$ cat src/dsp_pkg.sv
package dsp_pkg;

    localparam int NUM_TERMS   = 5;
    localparam int NUM_SPECIES = 4;
    localparam int STORE_DEPTH = 128;
    localparam int KINDS       = 3;
    localparam int OUT_SPECIES = 4;
    localparam int SET_SIZE    = NUM_SPECIES * KINDS * NUM_TERMS;

    localparam int ADDR_W = $clog2(STORE_DEPTH);
    localparam int CALC_W = 9;
    localparam int TERM_W = (NUM_TERMS > 1) ? $clog2(NUM_TERMS) : 1;
    localparam int SP_W   = (NUM_SPECIES > 1) ? $clog2(NUM_SPECIES) : 1;
    localparam int OUT_W  = (SP_W > 2) ? SP_W : 2;

    localparam int WGT_W = 33;
    localparam int SUM_W = 36;
    localparam int DIV_RW = 36;
    localparam int DIV_LW = 19;
    localparam int DIV_CW = 5;

    localparam int GAUSS_BITS = 19;
    localparam int PROB_BITS  = 16;
    localparam int EXP_TERMS  = 12;

    localparam logic [0:0] OP_LOAD     = 1'b0;
    localparam logic [0:0] OP_CLASSIFY = 1'b1;

    localparam logic [30:0] ONE_Q30 = 31'h4000_0000;

    typedef struct packed {
        logic              start;
        logic [DIV_RW-1:0] rem0;
        logic [DIV_LW-1:0] low;
        logic [DIV_CW-1:0] nbits;
        logic [DIV_RW-1:0] divisor;
    } div_req_t;

    typedef struct packed {
        logic              busy;
        logic              done;
        logic [DIV_LW-1:0] quo;
    } div_rsp_t;

    // exp(-2^k) in q0.30, k = -8 .. 3
    function automatic logic [29:0] exp_tab(input logic [3:0] b);
        logic [29:0] v;
        unique case (b)
            4'd0:    v = 30'd1069555701;
            4'd1:    v = 30'd1065385899;
            4'd2:    v = 30'd1057095000;
            4'd3:    v = 30'd1040706261;
            4'd4:    v = 30'd1008687096;
            4'd5:    v = 30'd947573834;
            4'd6:    v = 30'd836230973;
            4'd7:    v = 30'd651257337;
            4'd8:    v = 30'd395007542;
            4'd9:    v = 30'd145315154;
            4'd10:   v = 30'd19666267;
            4'd11:   v = 30'd360200;
            default: v = 30'd0;
        endcase
        return v;
    endfunction

    function automatic logic signed [31:0] sat32(input logic signed [47:0] x);
        logic signed [31:0] r;
        if (x > 48'sh0000_7FFF_FFFF)
            r = 32'sh7FFF_FFFF;
        else if (x < -48'sh0000_8000_0000)
            r = 32'sh8000_0000;
        else
            r = x[31:0];
        return r;
    endfunction

endpackage

$ cat src/dsp_div.sv
module dsp_div
    import dsp_pkg::*;
(
    input  logic     clk,
    input  logic     rst_n,
    input  div_req_t req,
    output div_rsp_t rsp
);
    logic              busy_reg;
    logic              done_reg;
    logic [DIV_CW-1:0] cnt_reg;
    logic [DIV_RW-1:0] rem_reg;
    logic [DIV_RW-1:0] div_reg;
    logic [DIV_LW-1:0] low_reg;
    logic [DIV_LW-1:0] quo_reg;
    logic [DIV_RW:0]   trial;
    logic              ge;

    // restoring division, one quotient bit a cycle
    assign trial = {rem_reg, low_reg[DIV_LW-1]};
    assign ge    = trial >= {1'b0, div_reg};

    always_ff @(posedge clk or negedge rst_n)
    begin
        if (!rst_n)
        begin
            busy_reg <= 1'b0;
            done_reg <= 1'b0;
            cnt_reg  <= '0;
        end
        else
        begin
            done_reg <= 1'b0;
            if (req.start)
            begin
                busy_reg <= 1'b1;
                cnt_reg  <= req.nbits;
                rem_reg  <= req.rem0;
                div_reg  <= req.divisor;
                low_reg  <= req.low;
                quo_reg  <= '0;
            end
            else if (busy_reg)
            begin
                rem_reg <= ge ? DIV_RW'(trial - {1'b0, div_reg}) : trial[DIV_RW-1:0];
                quo_reg <= {quo_reg[DIV_LW-2:0], ge};
                low_reg <= {low_reg[DIV_LW-2:0], 1'b0};
                cnt_reg <= cnt_reg - 1'b1;
                if (cnt_reg == DIV_CW'(1))
                begin
                    busy_reg <= 1'b0;
                    done_reg <= 1'b1;
                end
            end
        end
    end

    assign rsp.busy = busy_reg;
    assign rsp.done = done_reg;
    assign rsp.quo  = quo_reg;

    assert property (@(posedge clk) disable iff (!rst_n) done_reg |-> !busy_reg)
        else $error("divider done while busy");
    assert property (@(posedge clk) disable iff (!rst_n) busy_reg |-> !done_reg)
        else $error("divider done overlaps run");
    assert property (@(posedge clk) disable iff (!rst_n)
        (busy_reg && !req.start) |=> (cnt_reg == $past(cnt_reg) - 1'b1))
        else $error("divider count skipped");
endmodule

$ cat config.mk
export PLATFORM = sky130hd
export DESIGN_NAME = dsp_div
export DESIGN_NICKNAME = d
export VERILOG_FILES = /design/src/dsp_pkg.sv /design/src/dsp_div.sv
export SDC_FILE = /design/constraint.sdc
export NUM_CORES = 1
export LEC_CHECK = 0
export ABC_AREA = 0
export BUFFER_PORTS_ARGS = -buffer_cell sky130_fd_sc_hd__buf_2
export CORE_ASPECT_RATIO = 1.25
export CORE_MARGIN = 1.5
export CORE_UTILIZATION = 59
export CTS_BUF_LIST = sky130_fd_sc_hd__clkbuf_2
export DETAILED_ROUTE_END_ITERATION = 10
export PLACE_DENSITY = 0.83
export SYNTH_ARGS = -nofsm -noshare
export SYNTH_HDL_FRONTEND = slang
export SYNTH_SLANG_ARGS = --single-unit
$ cat constraint.sdc
create_clock -name clk -period 3.6 [get_ports clk]
set_clock_uncertainty 0.15 [all_clocks]
set_input_delay 0.72 -clock clk [delete_from_list [all_inputs] [get_ports clk]]
set_output_delay 0.72 -clock clk [all_outputs]
set_load 0.02 [all_outputs]
Word-level counts from Yosys, hierarchy flattened. Cells that the tools add are included.

Bits in registers: 117. Bits of input ports: 99. Word-level logic and storage cells: 28.

$add $sub $neg: 2. Order comparisons: 1. Equality and inequality tests: 1. Muxes and demuxes: 14. Reduce and logical (&&, ||, !) cells: 3.

Operators by type and width (number): 36-bit two-way mux (3); 19-bit two-way mux (3); 37-bit by 36-bit >= comparator with 1-bit output (1); 36-bit subtractor (1); 5-bit two-way mux (2); 1-bit two-way mux (6); 5-bit by 1-bit equality test with 1-bit output (second input constant) (1); 5-bit by 1-bit subtractor with 5-bit output (second input constant) (1); 2-bit AND reduction (2); 2-bit nonzero test (1).

Logic depth before layout (Yosys ltp).
Depth after elaboration: 4. Depth in mapped cells: 13.

Least setup slack after synthesis. OpenSTA, ideal clock, no wires.

Path kind: input-to-reg. From: in req[96] in the netlist's numbering. To: reg low_reg[0], enable pin. Setup time: 417 ps. Arrival: 2593 ps. Required time: 3033 ps. Slack: 440 ps. Stages: 3. Path through: clkbuf_1 -> buf_1 -> o21a_1.

Word-level cells in the longest chain between the ends: 2.

Ends and longest elaborated chain: from (decl) (RTL line dsp_div.sv:6) `input div_req_t req,`; 2-bit nonzero test (no line); 2-bit AND reduction (no line); to (signal assigned) (RTL line dsp_div.sv:40) `low_reg <= req.low;`; to (signal assigned) (RTL line dsp_div.sv:47) `low_reg <= {low_reg[DIV_LW-2:0], 1'b0};`; to (decl) (RTL line dsp_div.sv:14) `logic [DIV_LW-1:0] low_reg;`.

Every way passes these cells. A chain may end at the register's enable or synchronous reset.

Worst setup path after layout.
From: reg low_reg[18]. To: reg rem_reg[26] (data pin).

Word-level cells in the longest chain between the ends: 4. Elaborated cells between the ends (all ways): 5. Those cells by class: 1 x add/sub; 1 x order compare; 3 x mux.

Ends and longest elaborated chain: 36-bit subtractor / 37-bit by 36-bit >= comparator with 1-bit output (equally long branches) (RTL line dsp_div.sv:45, dsp_div.sv:21); 36-bit two-way mux * (RTL line dsp_div.sv:45) `rem_reg <= ge ? DIV_RW'(trial - {1'b0, div_reg}) : trial[DIV_RW-1:0];`; 36-bit two-way mux * (RTL line dsp_div.sv:43) `else if (busy_reg)`; 36-bit two-way mux * (RTL line dsp_div.sv:34) `if (req.start)`; to (signal assigned) (RTL line dsp_div.sv:38) `rem_reg <= req.rem0;`; to (signal assigned) (RTL line dsp_div.sv:45); to (decl) (RTL line dsp_div.sv:12) `logic [DIV_RW-1:0] rem_reg;`.

Mark *: on every way between the ends. The rest lies on a longest branch, timed or not. The select of a mux whose other input is x is not followed.

==> metrics.yaml <==
synthesis:
  syn-mean-instance-area_um2: 10.3
  synth_flop_cell: "edfxtp_1"
  yosysSeqAreaShare_pct: 48.8
  synth_cells: 695
  ys_ff_latch: 117
  synth_warnings: 0
  async_flop_share_pct: 5.98
  yosys.area.top_type: "edfxtp_1"
  synth_nets: 833
  synth_edf_count: 110
  synth_top_area_share_pct: 46.3
  synth.distinct_cells: 61
  yosys-top-cells-area: "edfxtp_1 (46%), ha_1 (6.7%), a21oi_1 (5.3%)"
  synthesis.area_um2: 7130
global_routing:
  grt_overflow: 0
  grt_max_degree: 41
  grt.total_usage_pct: 26.6
  first_global_vias: 5797
  grt_pass1_wl_mm: 26.6
  antenna_found_initial: 0
floorplan:
  rows: 44
  ioPinCount: 120
  fp.dieW_um: 101
  start_util_pct: 60.8
  core_area_um2: 11700
  die_area_um2: 12800
  fp.dieH_um: 126
final_layout:
  syn_to_final_growth_pct: 19.2
  final_cell_mix: "buf_2 (119), edfxtp_1 (110), nor2_1 (77), a21oi_1 (75), inv_1 (49)"
  drive_gt1_share_pct: 22.8
  layout_commonest_cell: "buf_2"
  finalNetCount: 986
  diodes: 0
sta:
  max_freq_mhz: 299
  setup_violations: 0
  fin_crit_ns: 3.34
  rsz0062_at_grt: "no"
  slew_viol_final: 0
  fin_setup_tns_ns: 0
  final_hold_viol_count: 0
  slew_headroom_pct: 55.9
  tightestPinTransition_ns: 0.658
  finalCritPeriodShare_pct: 92.9
place:
  globalplace.congestion: 0.902
  port_buffers: 119
  place_hpwl_mm: 11.6
pwr:
  clockPowerShare_pct: 18.3
  cellPowerDensity_nw_per_um2: 478
  comb_power_share_pct: 38.4
  total_power_mw: 4.06
  ir_drop_uv: 225
  p_int_mw: 2.52
  seqPwrFrac_pct: 43.3
  netSwitchingFraction_pct: 38.0
  cellLeakagePower_nw: 3.70
  switching_power_mw: 1.54
drt:
  wire_per_inst_um: 16.1
  route.detailed.drc: 0
  drtPass1Iterations: 5
  drt_iter0_markers: 297
  num_vias: 5811
  finalWirelength_mm: 16.5
  detail-route-antenna-nets: 0
  vias_per_cell: 5.69
clock_network:
  clockBufferDepth: 2
  clock_latency_ns: 0.70
  clkSinkCount: 117
  cts_post_setup_buffers_inserted: 0
  path_clk_slew_ns: 0.19
  cts-buffers-inserted: 17
  cts_tree: "built"
  cts_root_buffer: "clkbuf_2"
  htreeDepth: 4
setup_path:
  crit_chain: "inv_1 -> ha_1 -> inv_1 -> fa_1 -> a21o_1 -> a221oi_2 -> o21a_1 -> o21ai_0 -> a21boi_0 -> o21ai_0 -> xor2_1 -> a221o_1"
  critPathCaptureType: "flop"
  max_stage_delay_ns: 0.43
  cp.arrival_ns: 3.66
  cp.required_ns: 3.92
  crit_path_start_kind: "flop"
  path_max_fanout: 3
  crit_type: "flop to flop"
  slowest_stage: "edfxtp_1"
flow_run:
  cap_violations: 0
worst_hold_path:
  hp-class: "input port to flop"
status:
  run_status: "completed"
logic make-up (layout without fill, tap and decap cells):
kind of cell,after synthesis,count (layout),share of synthesized area (%)
xor+xnor,34,34,4.17
simple gates,194,194,12.8
flops,117,117,48.8
buf+inv,84,250,4.89
fa+ha+maj,39,39,6.95
mux,42,42,6.23
compound gates,185,185,16.2
cell type report:
cell class | count | area (um2)
Sequential cell | 117 | 3480
Multi-Input combinational cell | 494 | 3340
Fill cell | 871 | 3230
Timing Repair Buffer | 168 | 1090
Tap cell | 161 | 201
Inverter | 50 | 188
Clock inverter | 14 | 105
Clock buffer | 18 | 90.1
power groups by stage:
stage          clock network (mW)  logic, mW  registers, mW
2_1_floorplan                   0       1.11           1.79
3_3_place_gp                    0       1.43           1.78
3_5_place_dp                    0       1.48           1.79
4_1_cts                     0.762       1.51           1.76
5_1_grt                     0.813       1.72           1.78
6_report                    0.745       1.56           1.76
path summary, 6_finish.rpt:
path / start / to / slack, ns / depth (start not counted)
setup / recovery: low_reg[18] / rem_reg[26] / 0.26 / 12
hold / removal: req[36] / cnt_reg[0] / 0.07 / 3
setup reg to reg: low_reg[18] / rem_reg[26] / 0.26 / 12
hold reg to reg: low_reg[1] / low_reg[2] / 0.43 / 1
max in group asynchronous: rst_n / done_reg / 2.62 / 3
min in group asynchronous: rst_n / busy_reg / 0.19 / 2
what timing repair did:
item | CTS | global route
endpoints found under the setup margin | 0 | 10
endpoints found under the hold margin | 24 | 19
resized for setup | 0 | 5
hold buffers | 18 | 19
metal layers:
layer  vias up  GRT usage [%]  routed length [um]
li1       2849              -                   -
met1      2723           33.0                6800
met2       203           44.5                8400
met3        36           5.44                 876
met4         0           12.3                 376
met5         -              0                   0
synthesized netlist by cell type (13+ instances only):
library cell / count
edfxtp_1: 110
nor2_1: 77
a21oi_1: 75
inv_1: 49
nand2_1: 48
ha_1: 38
o21ai_0: 31
mux2i_1: 23
xnor2_1: 20
mux2_2: 19
clkbuf_1: 18
a21o_1: 17
xor2_1: 14
o21a_1: 13
through the flow:
step / worst slack (ns) / utilization (%) / hold WS, ns / std cells / instance area, um2
5_1_grt: 0.0242 / 72.5 / 0.0220 / 1022 / 8500
4_1_cts: 0.109 / 70.6 / 0.000156 / 1003 / 8280
3_3_place_gp: 0.226 / 67.4 / 0.381 / 953 / 7910
3_5_place_dp: 0.163 / 67.4 / 0.390 / 953 / 7910
2_1_floorplan: 0.440 / - / 0.274 / 695 / 7130
6_report: 0.257 / 72.5 / 0.0730 / 1022 / 8500
worst max-delay path, delay by kind of cell (launching register included):
| family | cells | cell delay [ns] |
|---|---|---|
| AOI/OAI and AO/OA | 7 | 1.72 |
| adders and majority gates | 2 | 0.55 |
| DFF | 1 | 0.43 |
| xor gates and xnor gates | 1 | 0.16 |
| buffers and inverters | 2 | 0.12 |
(Power assumes the default switching activity.)
